<file path="src/hw/rtl/wsdf_pkg.sv">
// Package for the WebSocket frame deframer: parse phases, result kinds,
// opcodes, result and counter structs and the opcode-to-kind function.
// Depends on nothing; every other file of the block uses it.
package wsdf_pkg;

	localparam int RX_BYTE_W   = 8;
	localparam int KIND_W      = 3;
	localparam int CNT_W       = 32;
	localparam int MAX_LEN_W   = 31;
	localparam int LEN_W       = 64;
	localparam int KEY_W       = 32;
	localparam int PHASE_W     = 3;
	localparam int OPCODE_W    = 4;
	localparam int HDR_CNT_W   = 3;
	localparam int HDR_SIZE_W  = 4;

	localparam logic [MAX_LEN_W-1:0] MAX_LEN_RESET = '1;

	// parse phases
	localparam logic [PHASE_W-1:0] PH_HDR0    = 3'd0;
	localparam logic [PHASE_W-1:0] PH_HDR1    = 3'd1;
	localparam logic [PHASE_W-1:0] PH_EXTLEN  = 3'd2;
	localparam logic [PHASE_W-1:0] PH_MASK    = 3'd3;
	localparam logic [PHASE_W-1:0] PH_PAYLOAD = 3'd4;

	// result kinds
	localparam logic [KIND_W-1:0] KIND_TEXT   = 3'd0;
	localparam logic [KIND_W-1:0] KIND_BINARY = 3'd1;
	localparam logic [KIND_W-1:0] KIND_PING   = 3'd2;
	localparam logic [KIND_W-1:0] KIND_PONG   = 3'd3;
	localparam logic [KIND_W-1:0] KIND_CLOSE  = 3'd4;
	localparam logic [KIND_W-1:0] KIND_ERROR  = 3'd5;
	localparam logic [KIND_W-1:0] KIND_NONE   = 3'd7;

	// frame opcodes
	localparam logic [OPCODE_W-1:0] OP_TEXT   = 4'h1;
	localparam logic [OPCODE_W-1:0] OP_BINARY = 4'h2;
	localparam logic [OPCODE_W-1:0] OP_CLOSE  = 4'h8;
	localparam logic [OPCODE_W-1:0] OP_PING   = 4'h9;
	localparam logic [OPCODE_W-1:0] OP_PONG   = 4'hA;

	// second header byte: mask flag and length codes
	localparam int                MASK_BIT  = 7;
	localparam logic [6:0]        LEN_CODE_16 = 7'd126;
	localparam logic [6:0]        LEN_CODE_64 = 7'd127;
	localparam logic [HDR_SIZE_W-1:0] HDR_SIZE_SHORT = 4'd2;
	localparam logic [HDR_SIZE_W-1:0] HDR_SIZE_16    = 4'd4;
	localparam logic [HDR_SIZE_W-1:0] HDR_SIZE_64    = 4'd10;
	localparam logic [HDR_SIZE_W-1:0] MASK_SIZE      = 4'd4;
	localparam logic [HDR_CNT_W-1:0]  EXT16_BYTES_M1 = 3'd1;
	localparam logic [HDR_CNT_W-1:0]  EXT64_BYTES_M1 = 3'd7;
	localparam logic [HDR_CNT_W-1:0]  MASK_BYTES_M1  = 3'd3;

	typedef struct packed {
		logic [KIND_W-1:0]    kind;
		logic [RX_BYTE_W-1:0] payload_byte;
		logic                 has_data;
		logic                 frame_end;
	} res_t;

	typedef struct packed {
		logic [CNT_W-1:0] frames;
		logic [CNT_W-1:0] messages;
		logic [CNT_W-1:0] data_bytes;
		logic [CNT_W-1:0] pongs;
	} cnt_t;

	function automatic logic [KIND_W-1:0] kind_of(input logic [OPCODE_W-1:0] op);
		logic [KIND_W-1:0] k;
		case (op)
			OP_TEXT:   k = KIND_TEXT;
			OP_BINARY: k = KIND_BINARY;
			OP_CLOSE:  k = KIND_CLOSE;
			OP_PING:   k = KIND_PING;
			OP_PONG:   k = KIND_PONG;
			default:   k = KIND_NONE;
		endcase
		return k;
	endfunction

endpackage

</file>
<file path="src/hw/rtl/wsdf_ifs.sv">
// Channel interfaces of the WebSocket frame deframer: received bytes,
// results with counters, and the frame size limit write channel.
// Depends on wsdf_pkg for the field widths.
interface wsdf_rx_if;
	logic                          valid;
	logic                          ready;
	logic [wsdf_pkg::RX_BYTE_W-1:0] rx_byte;
	modport source (output valid, output rx_byte, input ready);
	modport sink (input valid, input rx_byte, output ready);
endinterface

interface wsdf_res_if;
	logic                           valid;
	logic                           ready;
	logic [wsdf_pkg::KIND_W-1:0]    kind;
	logic [wsdf_pkg::RX_BYTE_W-1:0] payload_byte;
	logic                           has_data;
	logic                           frame_end;
	logic [wsdf_pkg::CNT_W-1:0]     frames_received;
	logic [wsdf_pkg::CNT_W-1:0]     messages_received;
	logic [wsdf_pkg::CNT_W-1:0]     data_bytes_received;
	logic [wsdf_pkg::CNT_W-1:0]     pongs_received;
	modport source (output valid, output kind, output payload_byte, output has_data,
		output frame_end, output frames_received, output messages_received,
		output data_bytes_received, output pongs_received, input ready);
	modport sink (input valid, input kind, input payload_byte, input has_data,
		input frame_end, input frames_received, input messages_received,
		input data_bytes_received, input pongs_received, output ready);
endinterface

interface wsdf_cfg_if;
	logic                           valid;
	logic                           ready;
	logic [wsdf_pkg::MAX_LEN_W-1:0] max_frame_len;
	modport source (output valid, output max_frame_len, input ready);
	modport sink (input valid, input max_frame_len, output ready);
endinterface

</file>
<file path="src/hw/rtl/wsdf_in_stage.sv">
// Input register of the deframer: holds one received byte until the parser
// takes it. Depends on wsdf_pkg.
module wsdf_in_stage (
	input  logic                           clk,
	input  logic                           arst_n,
	input  logic                           in_valid,
	output logic                           in_ready,
	input  logic [wsdf_pkg::RX_BYTE_W-1:0] in_byte,
	input  logic                           take,
	output logic                           valid_s1,
	output logic [wsdf_pkg::RX_BYTE_W-1:0] byte_s1
);
	import wsdf_pkg::*;

	// A new byte may enter in the same cycle as the held one moves on.
	assign in_ready = !valid_s1 || take;

	always_ff @(posedge clk or negedge arst_n) begin
		if (!arst_n) begin
			valid_s1 <= 1'b0;
		end else if (in_ready) begin
			valid_s1 <= in_valid;
		end
	end

	always_ff @(posedge clk) begin
		if (in_valid && in_ready) begin
			byte_s1 <= in_byte;
		end
	end

endmodule

</file>
<file path="src/hw/rtl/wsdf_parser.sv">
// Frame parser of the deframer: header, extended length, mask key and
// payload phases, size check, unmasking, counters and the size limit.
// Depends on wsdf_pkg.
module wsdf_parser (
	input  logic                           clk,
	input  logic                           arst_n,
	input  logic                           fire,
	input  logic [wsdf_pkg::RX_BYTE_W-1:0] rx_byte,
	input  logic                           cfg_we,
	input  logic [wsdf_pkg::MAX_LEN_W-1:0] cfg_data,
	output logic                           res_valid,
	output wsdf_pkg::res_t                 res,
	output wsdf_pkg::cnt_t                 cnt
);
	import wsdf_pkg::*;

	logic [MAX_LEN_W-1:0]  max_len_q;
	logic [PHASE_W-1:0]    phase_q, phase_n;
	logic [OPCODE_W-1:0]   opcode_q, opcode_n;
	logic                  mask_q, mask_n;
	logic [LEN_W-1:0]      len_q, len_n;
	logic [HDR_CNT_W-1:0]  hcnt_q, hcnt_n;
	logic [HDR_SIZE_W-1:0] hsize_q, hsize_n;
	logic [KEY_W-1:0]      key_q, key_n;
	logic [MAX_LEN_W-1:0]  rem_q, rem_n;
	logic [1:0]            kidx_q, kidx_n;
	logic                  closed_q, closed_n;
	cnt_t                  cnt_q, cnt_n;

	logic                  do_len, do_start, do_done;
	logic [LEN_W-1:0]      len_val;
	logic [HDR_SIZE_W-1:0] need;
	logic [MAX_LEN_W:0]    total;
	logic                  over;
	logic [KIND_W-1:0]     k;
	logic [RX_BYTE_W-1:0]  key_byte;
	logic                  last;

	assign k = kind_of(opcode_q);

	always_comb begin
		case (kidx_q)
			2'd0:    key_byte = key_q[31:24];
			2'd1:    key_byte = key_q[23:16];
			2'd2:    key_byte = key_q[15:8];
			default: key_byte = key_q[7:0];
		endcase
	end

	always_comb begin
		phase_n   = phase_q;
		opcode_n  = opcode_q;
		mask_n    = mask_q;
		len_n     = len_q;
		hcnt_n    = hcnt_q;
		hsize_n   = hsize_q;
		key_n     = key_q;
		rem_n     = rem_q;
		kidx_n    = kidx_q;
		closed_n  = closed_q;
		cnt_n     = cnt_q;
		res_valid = 1'b0;
		res       = '0;
		do_len    = 1'b0;
		do_start  = 1'b0;
		do_done   = 1'b0;
		len_val   = len_q;
		need      = hsize_q;
		total     = '0;
		over      = 1'b0;
		last      = 1'b0;

		if (fire && !closed_q) begin
			case (phase_q)
				PH_HDR0: begin
					opcode_n = rx_byte[OPCODE_W-1:0];
					phase_n  = PH_HDR1;
				end
				PH_HDR1: begin
					mask_n = rx_byte[MASK_BIT];
					if (rx_byte[6:0] == LEN_CODE_16) begin
						hsize_n = HDR_SIZE_16;
						len_n   = '0;
						hcnt_n  = EXT16_BYTES_M1;
						phase_n = PH_EXTLEN;
					end else if (rx_byte[6:0] == LEN_CODE_64) begin
						hsize_n = HDR_SIZE_64;
						len_n   = '0;
						hcnt_n  = EXT64_BYTES_M1;
						phase_n = PH_EXTLEN;
					end else begin
						hsize_n = HDR_SIZE_SHORT;
						len_val = {{(LEN_W-7){1'b0}}, rx_byte[6:0]};
						len_n   = len_val;
						need    = HDR_SIZE_SHORT;
						do_len  = 1'b1;
					end
				end
				PH_EXTLEN: begin
					len_val = {len_q[LEN_W-RX_BYTE_W-1:0], rx_byte};
					len_n   = len_val;
					if (hcnt_q == '0) begin
						do_len = 1'b1;
					end else begin
						hcnt_n = hcnt_q - 1'b1;
					end
				end
				PH_MASK: begin
					key_n = {key_q[KEY_W-RX_BYTE_W-1:0], rx_byte};
					if (hcnt_q == '0) begin
						do_start = 1'b1;
					end else begin
						hcnt_n = hcnt_q - 1'b1;
					end
				end
				PH_PAYLOAD: begin
					kidx_n = kidx_q + 1'b1;
					rem_n  = rem_q - 1'b1;
					last   = (rem_n == '0);
					if (last) begin
						do_done = 1'b1;
					end
					if (k == KIND_CLOSE) begin
						res_valid = last;
						res.kind      = KIND_CLOSE;
						res.frame_end = 1'b1;
					end else if (k != KIND_NONE) begin
						res_valid        = 1'b1;
						res.kind         = k;
						res.payload_byte = mask_q ? (rx_byte ^ key_byte) : rx_byte;
						res.has_data     = 1'b1;
						res.frame_end    = last;
					end
				end
				default: begin
					phase_n = PH_HDR0;
				end
			endcase

			// Length known: the frame must fit header, key and payload in the limit.
			if (do_len) begin
				if (mask_n) begin
					need = need + MASK_SIZE;
				end
				total = {1'b0, len_val[MAX_LEN_W-1:0]} + {{(MAX_LEN_W+1-HDR_SIZE_W){1'b0}}, need};
				over  = (|len_val[LEN_W-1:MAX_LEN_W]) || (total > {1'b0, max_len_q});
				if (over) begin
					phase_n       = PH_HDR0;
					res_valid     = 1'b1;
					res.kind      = KIND_ERROR;
					res.frame_end = 1'b1;
				end else if (mask_n) begin
					hcnt_n  = MASK_BYTES_M1;
					key_n   = '0;
					phase_n = PH_MASK;
				end else begin
					do_start = 1'b1;
				end
			end

			if (do_start) begin
				if (len_val == '0) begin
					do_done = 1'b1;
					if (k != KIND_NONE) begin
						res_valid     = 1'b1;
						res.kind      = k;
						res.frame_end = 1'b1;
					end
				end else begin
					rem_n   = len_val[MAX_LEN_W-1:0];
					kidx_n  = '0;
					phase_n = PH_PAYLOAD;
				end
			end

			if (do_done) begin
				cnt_n.frames = cnt_q.frames + 1'b1;
				if (k == KIND_TEXT || k == KIND_BINARY) begin
					cnt_n.messages   = cnt_q.messages + 1'b1;
					cnt_n.data_bytes = cnt_q.data_bytes + len_val[CNT_W-1:0];
				end else if (k == KIND_PONG) begin
					cnt_n.pongs = cnt_q.pongs + 1'b1;
				end else if (k == KIND_CLOSE) begin
					closed_n = 1'b1;
				end
				phase_n = PH_HDR0;
			end
		end
	end

	always_ff @(posedge clk or negedge arst_n) begin
		if (!arst_n) begin
			max_len_q <= MAX_LEN_RESET;
			phase_q   <= PH_HDR0;
			opcode_q  <= '0;
			mask_q    <= 1'b0;
			len_q     <= '0;
			hcnt_q    <= '0;
			hsize_q   <= HDR_SIZE_SHORT;
			key_q     <= '0;
			rem_q     <= '0;
			kidx_q    <= '0;
			closed_q  <= 1'b0;
			cnt_q     <= '0;
		end else begin
			if (cfg_we) begin
				max_len_q <= cfg_data;
			end
			phase_q  <= phase_n;
			opcode_q <= opcode_n;
			mask_q   <= mask_n;
			len_q    <= len_n;
			hcnt_q   <= hcnt_n;
			hsize_q  <= hsize_n;
			key_q    <= key_n;
			rem_q    <= rem_n;
			kidx_q   <= kidx_n;
			closed_q <= closed_n;
			cnt_q    <= cnt_n;
		end
	end

	assign cnt = cnt_q;

	// Once a close frame has finished, nothing but reset reopens the stream.
	a_closed_sticky: assert property (@(posedge clk) disable iff (!arst_n)
		closed_q |=> closed_q)
		else $error("closed flag dropped");

	// A payload phase always has at least one byte still to come.
	a_rem_nonzero: assert property (@(posedge clk) disable iff (!arst_n)
		(phase_q == PH_PAYLOAD) |-> (rem_q != '0))
		else $error("payload phase with nothing remaining");

	a_mask_count: assert property (@(posedge clk) disable iff (!arst_n)
		(phase_q == PH_MASK) |-> (hcnt_q <= MASK_BYTES_M1))
		else $error("mask key byte count out of range");

	// Counters only move on a byte that is actually parsed.
	a_cnt_stable: assert property (@(posedge clk) disable iff (!arst_n)
		!(fire && !closed_q) |=> $stable(cnt_q))
		else $error("counters changed without a parsed byte");

endmodule

</file>
<file path="src/hw/rtl/wsdf_out_stage.sv">
// Result register of the deframer: holds one result until it is taken and
// presents it with the current counter values. Depends on wsdf_pkg.
module wsdf_out_stage (
	input  logic           clk,
	input  logic           arst_n,
	input  logic           load,
	input  wsdf_pkg::res_t res_in,
	input  wsdf_pkg::cnt_t cnt,
	input  logic           out_ready,
	output logic           out_valid,
	output logic           free,
	output wsdf_pkg::res_t res_out,
	output logic [wsdf_pkg::CNT_W-1:0] frames_received,
	output logic [wsdf_pkg::CNT_W-1:0] messages_received,
	output logic [wsdf_pkg::CNT_W-1:0] data_bytes_received,
	output logic [wsdf_pkg::CNT_W-1:0] pongs_received
);
	import wsdf_pkg::*;

	logic  valid_q;
	res_t  res_q;

	// The register can take a new result when empty or being emptied now.
	assign free = !valid_q || out_ready;

	always_ff @(posedge clk or negedge arst_n) begin
		if (!arst_n) begin
			valid_q <= 1'b0;
		end else if (free) begin
			valid_q <= load;
		end
	end

	always_ff @(posedge clk) begin
		if (free && load) begin
			res_q <= res_in;
		end
	end

	// Counters only change when the parser moves, which needs this register
	// free, so they stay matched to the held result.
	assign out_valid           = valid_q;
	assign res_out             = res_q;
	assign frames_received     = cnt.frames;
	assign messages_received   = cnt.messages;
	assign data_bytes_received = cnt.data_bytes;
	assign pongs_received      = cnt.pongs;

endmodule

</file>
<file path="src/hw/rtl/websocket_frame_deframer.sv">
// WebSocket frame deframer, receive side: one received byte per cycle in,
// at most one result per byte out. Each byte sits in an input register, is
// parsed by the frame parser in one pass, and any result lands in a result
// register as the byte leaves the input register. A new byte is taken every
// cycle; the input side stalls only while the result register holds a result
// that has not been taken and the input register is occupied. The frame size
// limit is written over the config channel, which is always ready. After a
// close frame the block swallows all bytes until reset.
// Depends on wsdf_pkg, the channel interfaces and the three stage modules.
module websocket_frame_deframer (
	input  logic        clk,
	input  logic        arst_n,
	wsdf_rx_if.sink     rx,
	wsdf_res_if.source  res,
	wsdf_cfg_if.sink    cfg
);
	import wsdf_pkg::*;

	logic                  valid_s1;
	logic [RX_BYTE_W-1:0]  byte_s1;
	logic                  out_free;
	logic                  advance;
	logic                  p_valid;
	res_t                  p_res;
	res_t                  r_res;
	cnt_t                  cnt;

	assign advance   = valid_s1 && out_free;
	assign cfg.ready = 1'b1;

	wsdf_in_stage u_in (
		.clk      (clk),
		.arst_n   (arst_n),
		.in_valid (rx.valid),
		.in_ready (rx.ready),
		.in_byte  (rx.rx_byte),
		.take     (advance),
		.valid_s1 (valid_s1),
		.byte_s1  (byte_s1)
	);

	wsdf_parser u_parser (
		.clk       (clk),
		.arst_n    (arst_n),
		.fire      (advance),
		.rx_byte   (byte_s1),
		.cfg_we    (cfg.valid),
		.cfg_data  (cfg.max_frame_len),
		.res_valid (p_valid),
		.res       (p_res),
		.cnt       (cnt)
	);

	wsdf_out_stage u_out (
		.clk                 (clk),
		.arst_n              (arst_n),
		.load                (advance && p_valid),
		.res_in              (p_res),
		.cnt                 (cnt),
		.out_ready           (res.ready),
		.out_valid           (res.valid),
		.free                (out_free),
		.res_out             (r_res),
		.frames_received     (res.frames_received),
		.messages_received   (res.messages_received),
		.data_bytes_received (res.data_bytes_received),
		.pongs_received      (res.pongs_received)
	);

	assign res.kind         = r_res.kind;
	assign res.payload_byte = r_res.payload_byte;
	assign res.has_data     = r_res.has_data;
	assign res.frame_end    = r_res.frame_end;

endmodule
</file>
<file path="src/flat_wrapper.sv">
// flat-port wrapper written by rule: the top's interface ports become plain ports
module websocket_frame_deframer_flat import wsdf_pkg::*;
  (clk, arst_n, rx_valid, rx_rx_byte, rx_ready, res_valid, res_kind, res_payload_byte, res_has_data, res_frame_end, res_frames_received, res_messages_received, res_data_bytes_received, res_pongs_received, res_ready, cfg_valid, cfg_max_frame_len, cfg_ready);
  wsdf_rx_if rx_i ();
  wsdf_res_if res_i ();
  wsdf_cfg_if cfg_i ();
  input  logic clk;
  input  logic arst_n;
  input wire logic [$bits(rx_i.valid)-1:0] rx_valid;
  input wire logic [$bits(rx_i.rx_byte)-1:0] rx_rx_byte;
  output wire logic [$bits(rx_i.ready)-1:0] rx_ready;
  output wire logic [$bits(res_i.valid)-1:0] res_valid;
  output wire logic [$bits(res_i.kind)-1:0] res_kind;
  output wire logic [$bits(res_i.payload_byte)-1:0] res_payload_byte;
  output wire logic [$bits(res_i.has_data)-1:0] res_has_data;
  output wire logic [$bits(res_i.frame_end)-1:0] res_frame_end;
  output wire logic [$bits(res_i.frames_received)-1:0] res_frames_received;
  output wire logic [$bits(res_i.messages_received)-1:0] res_messages_received;
  output wire logic [$bits(res_i.data_bytes_received)-1:0] res_data_bytes_received;
  output wire logic [$bits(res_i.pongs_received)-1:0] res_pongs_received;
  input wire logic [$bits(res_i.ready)-1:0] res_ready;
  input wire logic [$bits(cfg_i.valid)-1:0] cfg_valid;
  input wire logic [$bits(cfg_i.max_frame_len)-1:0] cfg_max_frame_len;
  output wire logic [$bits(cfg_i.ready)-1:0] cfg_ready;
  assign rx_i.valid = rx_valid;
  assign rx_i.rx_byte = rx_rx_byte;
  assign rx_ready = rx_i.ready;
  assign res_valid = res_i.valid;
  assign res_kind = res_i.kind;
  assign res_payload_byte = res_i.payload_byte;
  assign res_has_data = res_i.has_data;
  assign res_frame_end = res_i.frame_end;
  assign res_frames_received = res_i.frames_received;
  assign res_messages_received = res_i.messages_received;
  assign res_data_bytes_received = res_i.data_bytes_received;
  assign res_pongs_received = res_i.pongs_received;
  assign res_i.ready = res_ready;
  assign cfg_i.valid = cfg_valid;
  assign cfg_i.max_frame_len = cfg_max_frame_len;
  assign cfg_ready = cfg_i.ready;
  websocket_frame_deframer u_core (.clk(clk), .arst_n(arst_n), .rx(rx_i), .res(res_i), .cfg(cfg_i));
endmodule
</file>
<file path="config.mk">
export PLATFORM = sky130hd
export DESIGN_NAME = websocket_frame_deframer_flat
export DESIGN_NICKNAME = d
export VERILOG_FILES = /design/src/hw/rtl/wsdf_pkg.sv /design/src/hw/rtl/wsdf_ifs.sv /design/src/hw/rtl/wsdf_in_stage.sv /design/src/hw/rtl/wsdf_parser.sv /design/src/hw/rtl/wsdf_out_stage.sv /design/src/hw/rtl/websocket_frame_deframer.sv /design/src/flat_wrapper.sv
export SDC_FILE = /design/constraint.sdc
export NUM_CORES = 1
export LEC_CHECK = 0
export BUFFER_PORTS_ARGS = -buffer_cell sky130_fd_sc_hd__buf_2
export CORE_ASPECT_RATIO = 1.25
export CORE_MARGIN = 1
export CORE_UTILIZATION = 43
export DETAILED_ROUTE_END_ITERATION = 8
export PLACE_DENSITY_LB_ADDON = 0.1
export SKIP_CTS_REPAIR_TIMING = 1
export SLEW_MARGIN = 25
export SYNTH_ARGS = -nofsm -noshare
export SYNTH_HDL_FRONTEND = slang
export SYNTH_SLANG_ARGS = --single-unit
</file>
<file path="constraint.sdc">
create_clock -name clk -period 9.8 [get_ports clk]
set_input_delay 0.49 -clock clk [delete_from_list [all_inputs] [get_ports clk]]
set_output_delay 0.49 -clock clk [all_outputs]
set_load 0.05 [all_outputs]
</file>
==> results of run 1 <==
-- layout make-up --
type,instances,area [um2],area share
clock inverter,9,108,0.00514
sequential,326,8300,0.397
tap,559,699,0.0334
inverter,83,312,0.0149
timing repair buffer,220,1220,0.0581
multi-input combinational,1360,9200,0.440
clock buffer,57,1090,0.0521
-- logic make-up (layout without fill, tap and decap cells) --
group,count (synthesis),after routing,synth area share
compound gates,452,452,0.173
xor+xnor,161,161,0.0773
fa+ha+maj,78,78,0.0543
buf+inv,173,369,0.0416
flops,326,326,0.455
mux,18,18,0.0107
other cells,1,1,0.000206
simple gates,650,650,0.188
-- worst reg2reg max path, cell delays in order (launching register included) --
cell,delay [ns]
dfrtp_1,0.51
nor3b_2,0.34
o21a_1,0.70
o32a_1,0.37
inv_1,0.12
fa_1,0.46
inv_1,0.07
a21o_1,0.16
and4_1,0.32
nor4b_1,0.74
nand4_1,0.23
xnor2_1,0.20
ha_1,0.34
nand3_1,0.13
nor4_1,0.33
nand4_1,0.18
a211oi_1,0.21
nor2_1,0.07
o22a_1,0.29
nand3_1,0.12
o221a_2,0.85
buf_4,0.46
and4bb_1,0.24
xor2_1,0.14
-- cell usage after synthesis, drive strengths merged (20+ instances only) --
| cell type | count |
|---|---|
| xnor2 | 111 |
| a2bb2oi | 20 |
| ha | 76 |
| nor4 | 35 |
| a22o | 96 |
| dfstp | 32 |
| dfrtp | 273 |
| xor2 | 50 |
| clkbuf | 52 |
| nor3 | 59 |
| and3 | 24 |
| edfxtp | 21 |
| o21ai | 125 |
| inv | 83 |
| nand3 | 66 |
| nand4 | 52 |
| nand2 | 205 |
| buf | 38 |
| nor2 | 99 |
| a21oi | 74 |
-- registers in the layout, summed over array words and instances (netlist names) --
name	cells
u_core.u_parser.opcode_q	4
u_core.u_in.valid_s1	1
u_core.u_parser.hsize_q	3
u_core.u_parser.len_q	64
u_core.u_parser.key_q	32
u_core.u_parser.rem_q	31
u_core.u_parser.kidx_q	2
u_core.u_parser.cnt	128
u_core.u_parser.phase_q	3
u_core.u_out.res_out	13
u_core.u_parser.max_len_q	31
u_core.u_parser.hcnt_q	3
u_core.u_parser.mask_q	1
u_core.u_parser.closed_q	1
u_core.u_in.byte_s1	8
u_core.u_out.out_valid	1
-- power groups by stage --
stage	combinational (uW)	sequential [uW]	clock, uW
3_3_place_gp	2140	1870	0
3_5_place_dp	2170	1870	0
6_report	2190	1860	1370
4_1_cts	2180	1850	1410
2_1_floorplan	1590	1830	0
5_1_grt	2380	1890	1450
-- per-layer routing --
| metal | track usage | part of all wire |
|---|---|---|
| met5 | 0.00706 | 0 |
| met4 | 0.0694 | 0.026 |
| met3 | 0.0284 | 0.046 |
| met2 | 0.391 | 0.48 |
| met1 | 0.319 | 0.45 |
-- final timing paths --
| path | endpoint | slack, ns | depth (start not counted) |
|---|---|---|---|
| max | u_core.u_parser.cnt[78]$_DFFE_PN0P_ | 2.12 | 23 |
| min | u_core.u_parser.cnt[80]$_DFFE_PN0P_ | 0.04 | 1 |
| max reg2reg | u_core.u_parser.cnt[78]$_DFFE_PN0P_ | 2.12 | 23 |
| min reg2reg | u_core.u_parser.cnt[95]$_DFFE_PN0P_ | 0.46 | 1 |
| max in group asynchronous | u_core.u_parser.cnt[1]$_DFFE_PN0P_ | 7.78 | 4 |
| min in group clk | u_core.u_in.byte_s1[6]$_DFFE_PP_ | 0.14 | 1 |
-- metrics by stage --
stage / power (uW) / hold WS, ns / setup WS, ns / util / std cells
2_1_floorplan: 3420 / 0.194 / 3.48 / - / 1859
3_3_place_gp: 4010 / 0.457 / 2.54 / 0.470 / 2547
3_5_place_dp: 4040 / 0.458 / 2.40 / 0.470 / 2547
4_1_cts: 5440 / 0.0791 / 2.36 / 0.499 / 2613
5_1_grt: 5720 / 0.115 / 1.68 / 0.499 / 2614
6_report: 5420 / 0.0397 / 2.12 / 0.499 / 2614
==> results.ini, run 1 <==
[clocking]
clock_latency_ns = 0.54
cts_sinks = 326
cts-htree-levels = 2
root_buffer = clkbuf_16
cts.path.max_buffers = 3
clkTransAtPathRegs_ns = 0.06
cts_tree = built
cts_buffers = 36

[cells_and_area]
final_common_cell = dfrtp_1
layout_common_cells = 273 x dfrtp_1, 205 x nand2_1, 185 x buf_2, 115 x o21ai_0, 111 x xnor2_1
diodes = 0
design_area_um2 = 20900
nFillCells = 3885
drive_above_1_share = 0.177
area.growth.synth_to_final_pct = 14.8
nets = 2149

[floorplanning]
dieArea_um2 = 43300
initial_core_util = 0.435
die_w_um = 186
num_rows = 84
core_um2 = 41900
boundaryPins = 188
die_h_um = 232

[power_and_ir_drop]
clkPwrFrac = 0.253
vdd_drop_max_mv = 0.146
p_int_uw = 3210
power.leakage_uw = 0.00957
power_frac_seq = 0.343
powerDensity_nw_per_um2 = 259
switchingPower_uw = 2210
p_sw_frac = 0.408
power_frac_comb = 0.404

[logic_synthesis]
synth_edf_count = 21
synth_ff_type = dfrtp_1
yosysTopAreaCell = dfrtp_1
async_reset_ff_frac = 0.936
ys_warn_count = 0
avgSynthCellArea_um2 = 9.81
synth.area.top_cells = dfrtp_1 37%, xnor2_1 5.3%, ha_1 5.2%
syn-num-nets = 1981
syn_area_um2 = 18200
ys_types = 87
ys_ff_latch = 326
seq_area_frac_synth = 0.455
synth.top_cell.area_share = 0.375
synthCells = 1859

[worst_setup_path]
worstPathCellList = nor3b_2 > o21a_1 > o32a_1 > inv_1 > fa_1 > inv_1 > a21o_1 > and4_1 > nor4b_1 > nand4_1 > xnor2_1 > ha_1 > nand3_1 > nor4_1 > nand4_1 > a211oi_1 > nor2_1 > o22a_1 > nand3_1 > o221a_2 > buf_4 > and4bb_1 > xor2_1
cpMaxStageDelayCell = o221a_2
path_buf_inv = 3
cp-end-kind = register
startpoint = u_core.u_parser.phase_q[0]$_DFFE_PN0P_
path_class = register to register
worstReg2RegStart = u_core.u_parser.phase_q[0]$_DFFE_PN0P_
crit_fanout = 41
start_kind = register
crit_family = simple AND/OR/NAND/NOR gates
cp.required_ns = 10.21
cp.arrival_ns = 8.09
cpPeakStageDelay_ns = 0.85

[route]
drc_errors = 0
drt_iter0_drc = 1009
via_per_inst = 5.71
wirelength_mm = 51.1
via_count = 14900
routedWlPerCell_um = 19.5
drt-pass1-iter-count = 5
ant_nets = 0

[timing]
clock-skew-final_ns = 0.0246
max_slew_margin = 0.278
finalSetupViolCount = 0
max_freq_mhz = 130
fin_crit_sh = 0.784
fin_crit_ns = 7.68
tightest_slew_ns = 1.07
fin_setup_tns_ns = 0
slew_violations = 0
rsz0062_at_grt = false
final-hold-violation-count = 0

[placed_design]
place_hpwl_mm = 36.5
port_buffers = 186
place_area_um2 = 19700
gp_congestion = 0.906

[grt]
overflow = 0
grt_max_degree = 119
antenna_found_initial = 0
grt_pass1_vias = 14200
grt_pass1_wl_mm = 79.7
gr-usage-all-layers = 0.236

[run_status]
status = finished, final reports clean

[flow_run]
drv_cap = 0

[min_path]
min_path_type = input port to asynchronous set/reset pin

Note: power is estimated with default switching activity, not from simulation.
==> run 2, diff against run 1 <==
==> constraint.sdc (replaced) <==
create_clock -name clk -period 7.2 [get_ports clk]
set_input_delay 0.36 -clock clk [delete_from_list [all_inputs] [get_ports clk]]
set_output_delay 0.36 -clock clk [all_outputs]
set_load 0.05 [all_outputs]
==> run 2 against run 1 <==
  * Sequential share of layout area is 0.24 points lower
  * Utilization is 0.30 points higher
  * Combinational power is 39% higher
  * Total power is 37% higher
  * Worst setup slack worse by 1.5 ns
==> results.ini, run 2 (synthesis gave the netlist of run 1 again) <==
[worst_setup_path]
start_kind = register
cp.required_ns = 7.58  ; -2.63 ns
cpPeakStageDelay_ns = 0.50  ; -0.35 ns
crit_fanout = 41  ; unchanged
cpMaxStageDelayCell = edfxtp_1
cp.arrival_ns = 6.94  ; -1.15 ns
cp-end-kind = register
path_common_cell = nor2_1
path_class = register to register

[cells_and_area]
area.growth.synth_to_final_pct = 15.4
drive_above_1_share = 0.181  ; +0.00403
largest_register_ffs = 128  ; unchanged
design_area_um2 = 21100  ; +0.60%
layout_common_cells = 273 x dfrtp_1, 205 x nand2_1, 185 x buf_2, 114 x o21ai_0, 111 x xnor2_1
final_common_cell = dfrtp_1
nets = 2166  ; +0.79%
diodes = 0  ; unchanged

[clocking]
clock_latency_ns = 0.54  ; about the same
clkTransAtPathRegs_ns = 0.06  ; about the same
root_buffer = clkbuf_16
cts.path.max_buffers = 3  ; unchanged
cts_tree = built
cts-htree-levels = 2  ; unchanged
cts_sinks = 326  ; unchanged
cts_buffers = 37  ; +2.8%

[power_and_ir_drop]
p_int_uw = 4370  ; +36%
power_frac_comb = 0.409  ; +0.005
power_frac_seq = 0.341  ; -0.002
switchingPower_uw = 3050  ; +38%
p_sw_frac = 0.411  ; +0.00314
clkPwrFrac = 0.250  ; -0.003
vdd_drop_max_mv = 0.195  ; +33%
p_total_uw = 7420  ; +37%
power.leakage_uw = 0.00965  ; +0.77%
powerDensity_nw_per_um2 = 352  ; +36%

[route]
drc_errors = 0  ; unchanged
routedWlPerCell_um = 19.6  ; about the same
wirelength_mm = 51.4  ; +0.62%
ant_nets = 0  ; unchanged
drt_iter0_drc = 1157  ; +15%
drt-pass1-iter-count = 5  ; unchanged
via_per_inst = 5.70  ; -0.22%
via_count = 15000  ; +0.35%

[placed_design]
place_hpwl_mm = 36.7  ; +0.50%
port_buffers = 186  ; unchanged
place_area_um2 = 19800  ; +0.53%
gp_congestion = 0.924  ; +2.0%

[floorplanning]
initial_core_util = 0.435  ; unchanged
dieArea_um2 = 43300  ; unchanged
num_rows = 84  ; unchanged
boundaryPins = 188  ; unchanged
die_h_um = 232  ; unchanged
die_w_um = 186  ; unchanged
core_um2 = 41900  ; unchanged

[min_path]
min_path_type = input port to register

[timing]
tightest_slew_ns = 1.01  ; -0.0664 ns
clock-skew-final_ns = 0.0248  ; +0.000240 ns
final-hold-violation-count = 0  ; unchanged
max_freq_mhz = 152  ; +17%
finalSetupViolCount = 0  ; unchanged
slew_violations = 0  ; unchanged
fin_crit_ns = 6.56  ; -1.12 ns
rsz0062_at_grt = false
max_slew_margin = 0.323  ; +0.0448
fin_setup_tns_ns = 0  ; unchanged
fin_crit_sh = 0.912  ; +0.128

[grt]
gr-usage-all-layers = 0.238  ; +0.00258
antenna_found_initial = 0  ; unchanged
grt_pass1_vias = 14400  ; +1.5%
overflow = 0  ; unchanged
grt_max_degree = 149  ; +25%
grt_pass1_wl_mm = 81.1  ; +1.7%

[flow_run]
drv_cap = 0  ; unchanged

[run_status]
status = finished, final reports clean

## run 2: cell types whose count changed in the layout (fill, tap and decap cells not counted), sizes merged
cell,previous run,this run
buf,220,230
bufinv,2,1
clkinv,3,4
dlygate4sd3,0,6
inv,86,85
## run 2: path summary, 6_finish.rpt
| kind | from | end | slack (ns) | depth (start not counted) |
|---|---|---|---|---|
| setup / recovery | u_core.u_in.byte_s1[6]$_DFFE_PP_ | u_core.u_parser.rem_q[8]$_DFFE_PN0P_ | 0.64 | 25 |
| hold / removal | rx_rx_byte[1] | u_core.u_in.byte_s1[1]$_DFFE_PP_ | 0.01 | 1 |
| setup reg to reg | u_core.u_in.byte_s1[6]$_DFFE_PP_ | u_core.u_parser.rem_q[8]$_DFFE_PN0P_ | 0.64 | 25 |
| hold reg to reg | u_core.u_parser.cnt[31]$_DFFE_PN0P_ | u_core.u_parser.cnt[31]$_DFFE_PN0P_ | 0.47 | 1 |
| max in group asynchronous | arst_n | u_core.u_parser.key_q[31]$_DFFE_PN0P_ | 5.46 | 3 |
| min in group asynchronous | arst_n | u_core.u_parser.cnt[81]$_DFFE_PN0P_ | 0.46 | 2 |
## run 2: area by class of cell
cell class | instances | area, um2
well taps | 559 | 699
repair buffers | 236 | 1360
clock buffers | 57 | 1100
multi-input cells | 1360 | 9210
flip-flops and latches | 326 | 8300
clock inverters | 8 | 75.1
inverters | 83 | 312
fillers | 3891 | 20900
## run 2: per-stage QoR
step | hold slack, ns | util | cells | worst slack [ns]
global placement | 0.455 | 0.472 | 2558 | 0.790
detailed placement | 0.462 | 0.472 | 2558 | 0.584
floorplan | 0.0644 | - | 1859 | 0.882
global route | 0.00403 | 0.502 | 2629 | 0.0560
CTS | -0.0790 | 0.501 | 2623 | 0.549
finish | 0.0111 | 0.502 | 2629 | 0.636
## run 2: metal layers
| layer | wire (um) | vias to the layer above | global-route usage |
|---|---|---|---|
| met5 | 0 | - | 0 |
| met1 | 23200 | 7349 | 0.323 |
| met3 | 2530 | 91 | 0.0364 |
| met4 | 1500 | 0 | 0.0799 |
| li1 | - | 7137 | - |
| met2 | 24100 | 400 | 0.387 |
## run 2: power groups by stage
stage          logic (uW)  clock network, uW  registers [uW]
3_3_place_gp         2970                  0            2540
5_1_grt              3320               1970            2570
6_report             3040               1850            2530
2_1_floorplan        2170                  0            2490
3_5_place_dp         3010                  0            2550
4_1_cts              3020               1910            2520
## run 2: worst max-delay path: cells and delay by family, from the launching register on
kind / cells / cell delay, ns
compound gates: 10 / 2.50
simple gates: 10 / 2.19
buf+inv: 2 / 0.42
xor+xnor: 1 / 0.16
flops: 1 / 0.50
fa+ha+maj: 2 / 0.63
==> run 3, diff against run 2 <==
--- a/config.mk
+++ b/config.mk
@@ -8,11 +8,11 @@
 export BUFFER_PORTS_ARGS = -buffer_cell sky130_fd_sc_hd__buf_2
 export CORE_ASPECT_RATIO = 1.25
 export CORE_MARGIN = 1
-export CORE_UTILIZATION = 43
+export CORE_UTILIZATION = 40
 export DETAILED_ROUTE_END_ITERATION = 8
 export PLACE_DENSITY_LB_ADDON = 0.1
 export SKIP_CTS_REPAIR_TIMING = 1
-export SLEW_MARGIN = 25
+export SLEW_MARGIN = 20
 export SYNTH_ARGS = -nofsm -noshare
 export SYNTH_HDL_FRONTEND = slang
 export SYNTH_SLANG_ARGS = --single-unit
==> run 3 against run 2 <==
  * The run now ends with design-rule violations left
  * Count of clock-buffer cells in the layout fell by 5
  * Final area rose by 1.1%
  * Worst setup slack improved by 0.087 ns
  * Die area up 7.4%
  * Via count grew 0.53%
  * First-iteration DRC count shrank 20%
  * Sequential share of layout area shrank 0.44 points
  * Critical path type unchanged
  * Largest cell class unchanged
  * Fmax increased by 1.3%
  * Worst hold slack lost 0.0054 ns
  * Wire length rose by 0.66%
==> results.ini, run 3 (synthesis gave the netlist of run 1 again) <==
[run_status]
status = finished, violations left
failed_checks = design-rule violations

[floorplanning]
boundaryPins = 188  ; unchanged
die_w_um = 193  ; +3.6%
die_h_um = 241  ; +3.7%
initial_core_util = 0.405  ; -0.0302
core_um2 = 45100  ; +7.5%
num_rows = 87  ; +3.6%
dieArea_um2 = 46500  ; +7.4%

[timing]
hold_ws_ns = 0.00572  ; -0.00538 ns
tightest_slew_ns = 1.14  ; +0.132 ns
max_freq_mhz = 154  ; +1.3%
fin_setup_tns_ns = 0  ; unchanged
clock-skew-final_ns = 0.0151  ; -0.00974 ns
slew_violations = 0  ; unchanged
fin_crit_ns = 6.48  ; -0.0866 ns
fin_crit_sh = 0.900  ; -0.0120
rsz0062_at_grt = false
max_slew_margin = 0.234  ; -0.0887
finalSetupViolCount = 0  ; unchanged
final-hold-violation-count = 0  ; unchanged

[grt]
gr-usage-all-layers = 0.222  ; -0.0164
grt_max_degree = 157  ; +5.4%
antenna_found_initial = 0  ; unchanged
grt_pass1_wl_mm = 80.7  ; -0.47%
overflow = 0  ; unchanged
grt_pass1_vias = 14200  ; -1.0%

[route]
via_count = 15100  ; +0.53%
drc_errors = 19  ; +19
ant_nets = 0  ; unchanged
drt-pass1-iter-count = 9  ; +4
routedWlPerCell_um = 19.4  ; -0.62%
via_per_inst = 5.65  ; -0.76%
wirelength_mm = 51.8  ; +0.66%
drt_iter0_drc = 923  ; -20%

[worst_setup_path]
startpoint = u_core.u_parser.phase_q[0]$_DFFE_PN0P_
cpPeakStageDelay_ns = 0.50  ; about the same
cp-end-kind = register
path_buf_inv = 2  ; unchanged
path_class = register to register
r2r_cells = 26  ; +4.0%
r2r_end = u_core.u_parser.cnt[58]$_DFFE_PN0P_
crit_family = simple AND/OR/NAND/NOR gates
cp.required_ns = 7.63  ; +0.05 ns
start_kind = register
cpMaxStageDelayCell = dfrtp_1
crit_fanout = 27  ; -34%
rrSetupSlack_ns = 0.72  ; +0.09 ns
cp.arrival_ns = 6.90  ; -0.04 ns
path_common_cell = nor2_1
worstReg2RegStart = u_core.u_parser.phase_q[0]$_DFFE_PN0P_
worst-path-stages = 26  ; +4.0%

[power_and_ir_drop]
p_total_uw = 7590  ; +2.3%
power.leakage_uw = 0.00975  ; +1.1%
vdd_drop_max_mv = 0.180  ; -7.5%
powerDensity_nw_per_um2 = 356  ; +1.2%

[cells_and_area]
final_util = 0.473  ; -0.0296
final_common_cell = dfrtp_1
drive_above_1_share = 0.191  ; +0.0102
diodes = 0  ; unchanged
area.growth.synth_to_final_pct = 16.8
nets = 2178  ; +0.55%
layout_common_cells = 272 x dfrtp_1, 205 x nand2_1, 185 x buf_2, 114 x o21ai_0, 111 x xnor2_1
largest_register_ffs = 128  ; unchanged

[clocking]
cts_tree = built
cts_sinks = 326  ; unchanged
cts_buffers = 38  ; +2.7%
cts-htree-levels = 2  ; unchanged
cts.path.max_buffers = 3  ; unchanged
clkTransAtPathRegs_ns = 0.06  ; about the same
clock_latency_ns = 0.54  ; about the same
root_buffer = clkbuf_16

[placed_design]
place_hpwl_mm = 36.8  ; +0.27%
port_buffers = 186  ; unchanged
gp_congestion = 0.924  ; unchanged

[flow_run]
drv_cap = 0  ; unchanged

[min_path]
min_to = u_core.u_in.byte_s1[6]$_DFFE_PP_
min_from = rx_rx_byte[6]
min_path_type = input port to register
min_path_cells = 1  ; unchanged

-- run 3: report_power, final --
| group | internal, uW | total [uW] | switching [uW] |
|---|---|---|---|
| Clock | 1200 | 1990 | 789 |
| Sequential | 2150 | 2540 | 384 |
| Combinational | 1140 | 3060 | 1920 |
| Total | 4500 | 7590 | 3090 |
-- run 3: worst max-delay path by stage --
stage | endpoint | slack, ns
2_1_floorplan | u_core.u_out.res_out[0]$_SDFFCE_PN0P_ | 0.88
3_3_place_gp | u_core.u_parser.cnt[101]$_DFFE_PN0P_ | 0.79
3_5_place_dp | u_core.u_parser.cnt[83]$_DFFE_PN0P_ | 0.61
4_1_cts | u_core.u_parser.cnt[101]$_DFFE_PN0P_ | 0.59
5_1_grt | u_core.u_out.res_out[2]$_SDFFCE_PP0P_ | 0.09
6_report | u_core.u_parser.cnt[58]$_DFFE_PN0P_ | 0.72
-- run 3: layer usage --
layer  share of wire  vias to the layer above  routed length, um  GRT usage
li1                -                     7177                  -          -
met1            0.44                     7334              22900      0.303
met2            0.47                      449              24500      0.354
met3           0.049                       96               2560     0.0300
met4           0.036                        0               1850     0.0888
met5               0                        -                  0          0
-- run 3: per-stage QoR --
step,setup WS (ns),std cells,cell area (um2)
6_report,0.723,2663,21300
5_1_grt,0.0913,2663,21300
4_1_cts,0.586,2656,21200
3_5_place_dp,0.610,2587,19900
3_3_place_gp,0.786,2587,19900
2_1_floorplan,0.882,1859,18200
-- run 3: area by class of cell --
class / count / area [um2]
repair buffers: 247 / 1430
fillers: 4363 / 23800
inverters: 83 / 312
well taps: 578 / 723
multi-input cells: 1360 / 9220
clock inverters: 17 / 150
clock buffers: 52 / 1160
flip-flops and latches: 326 / 8300
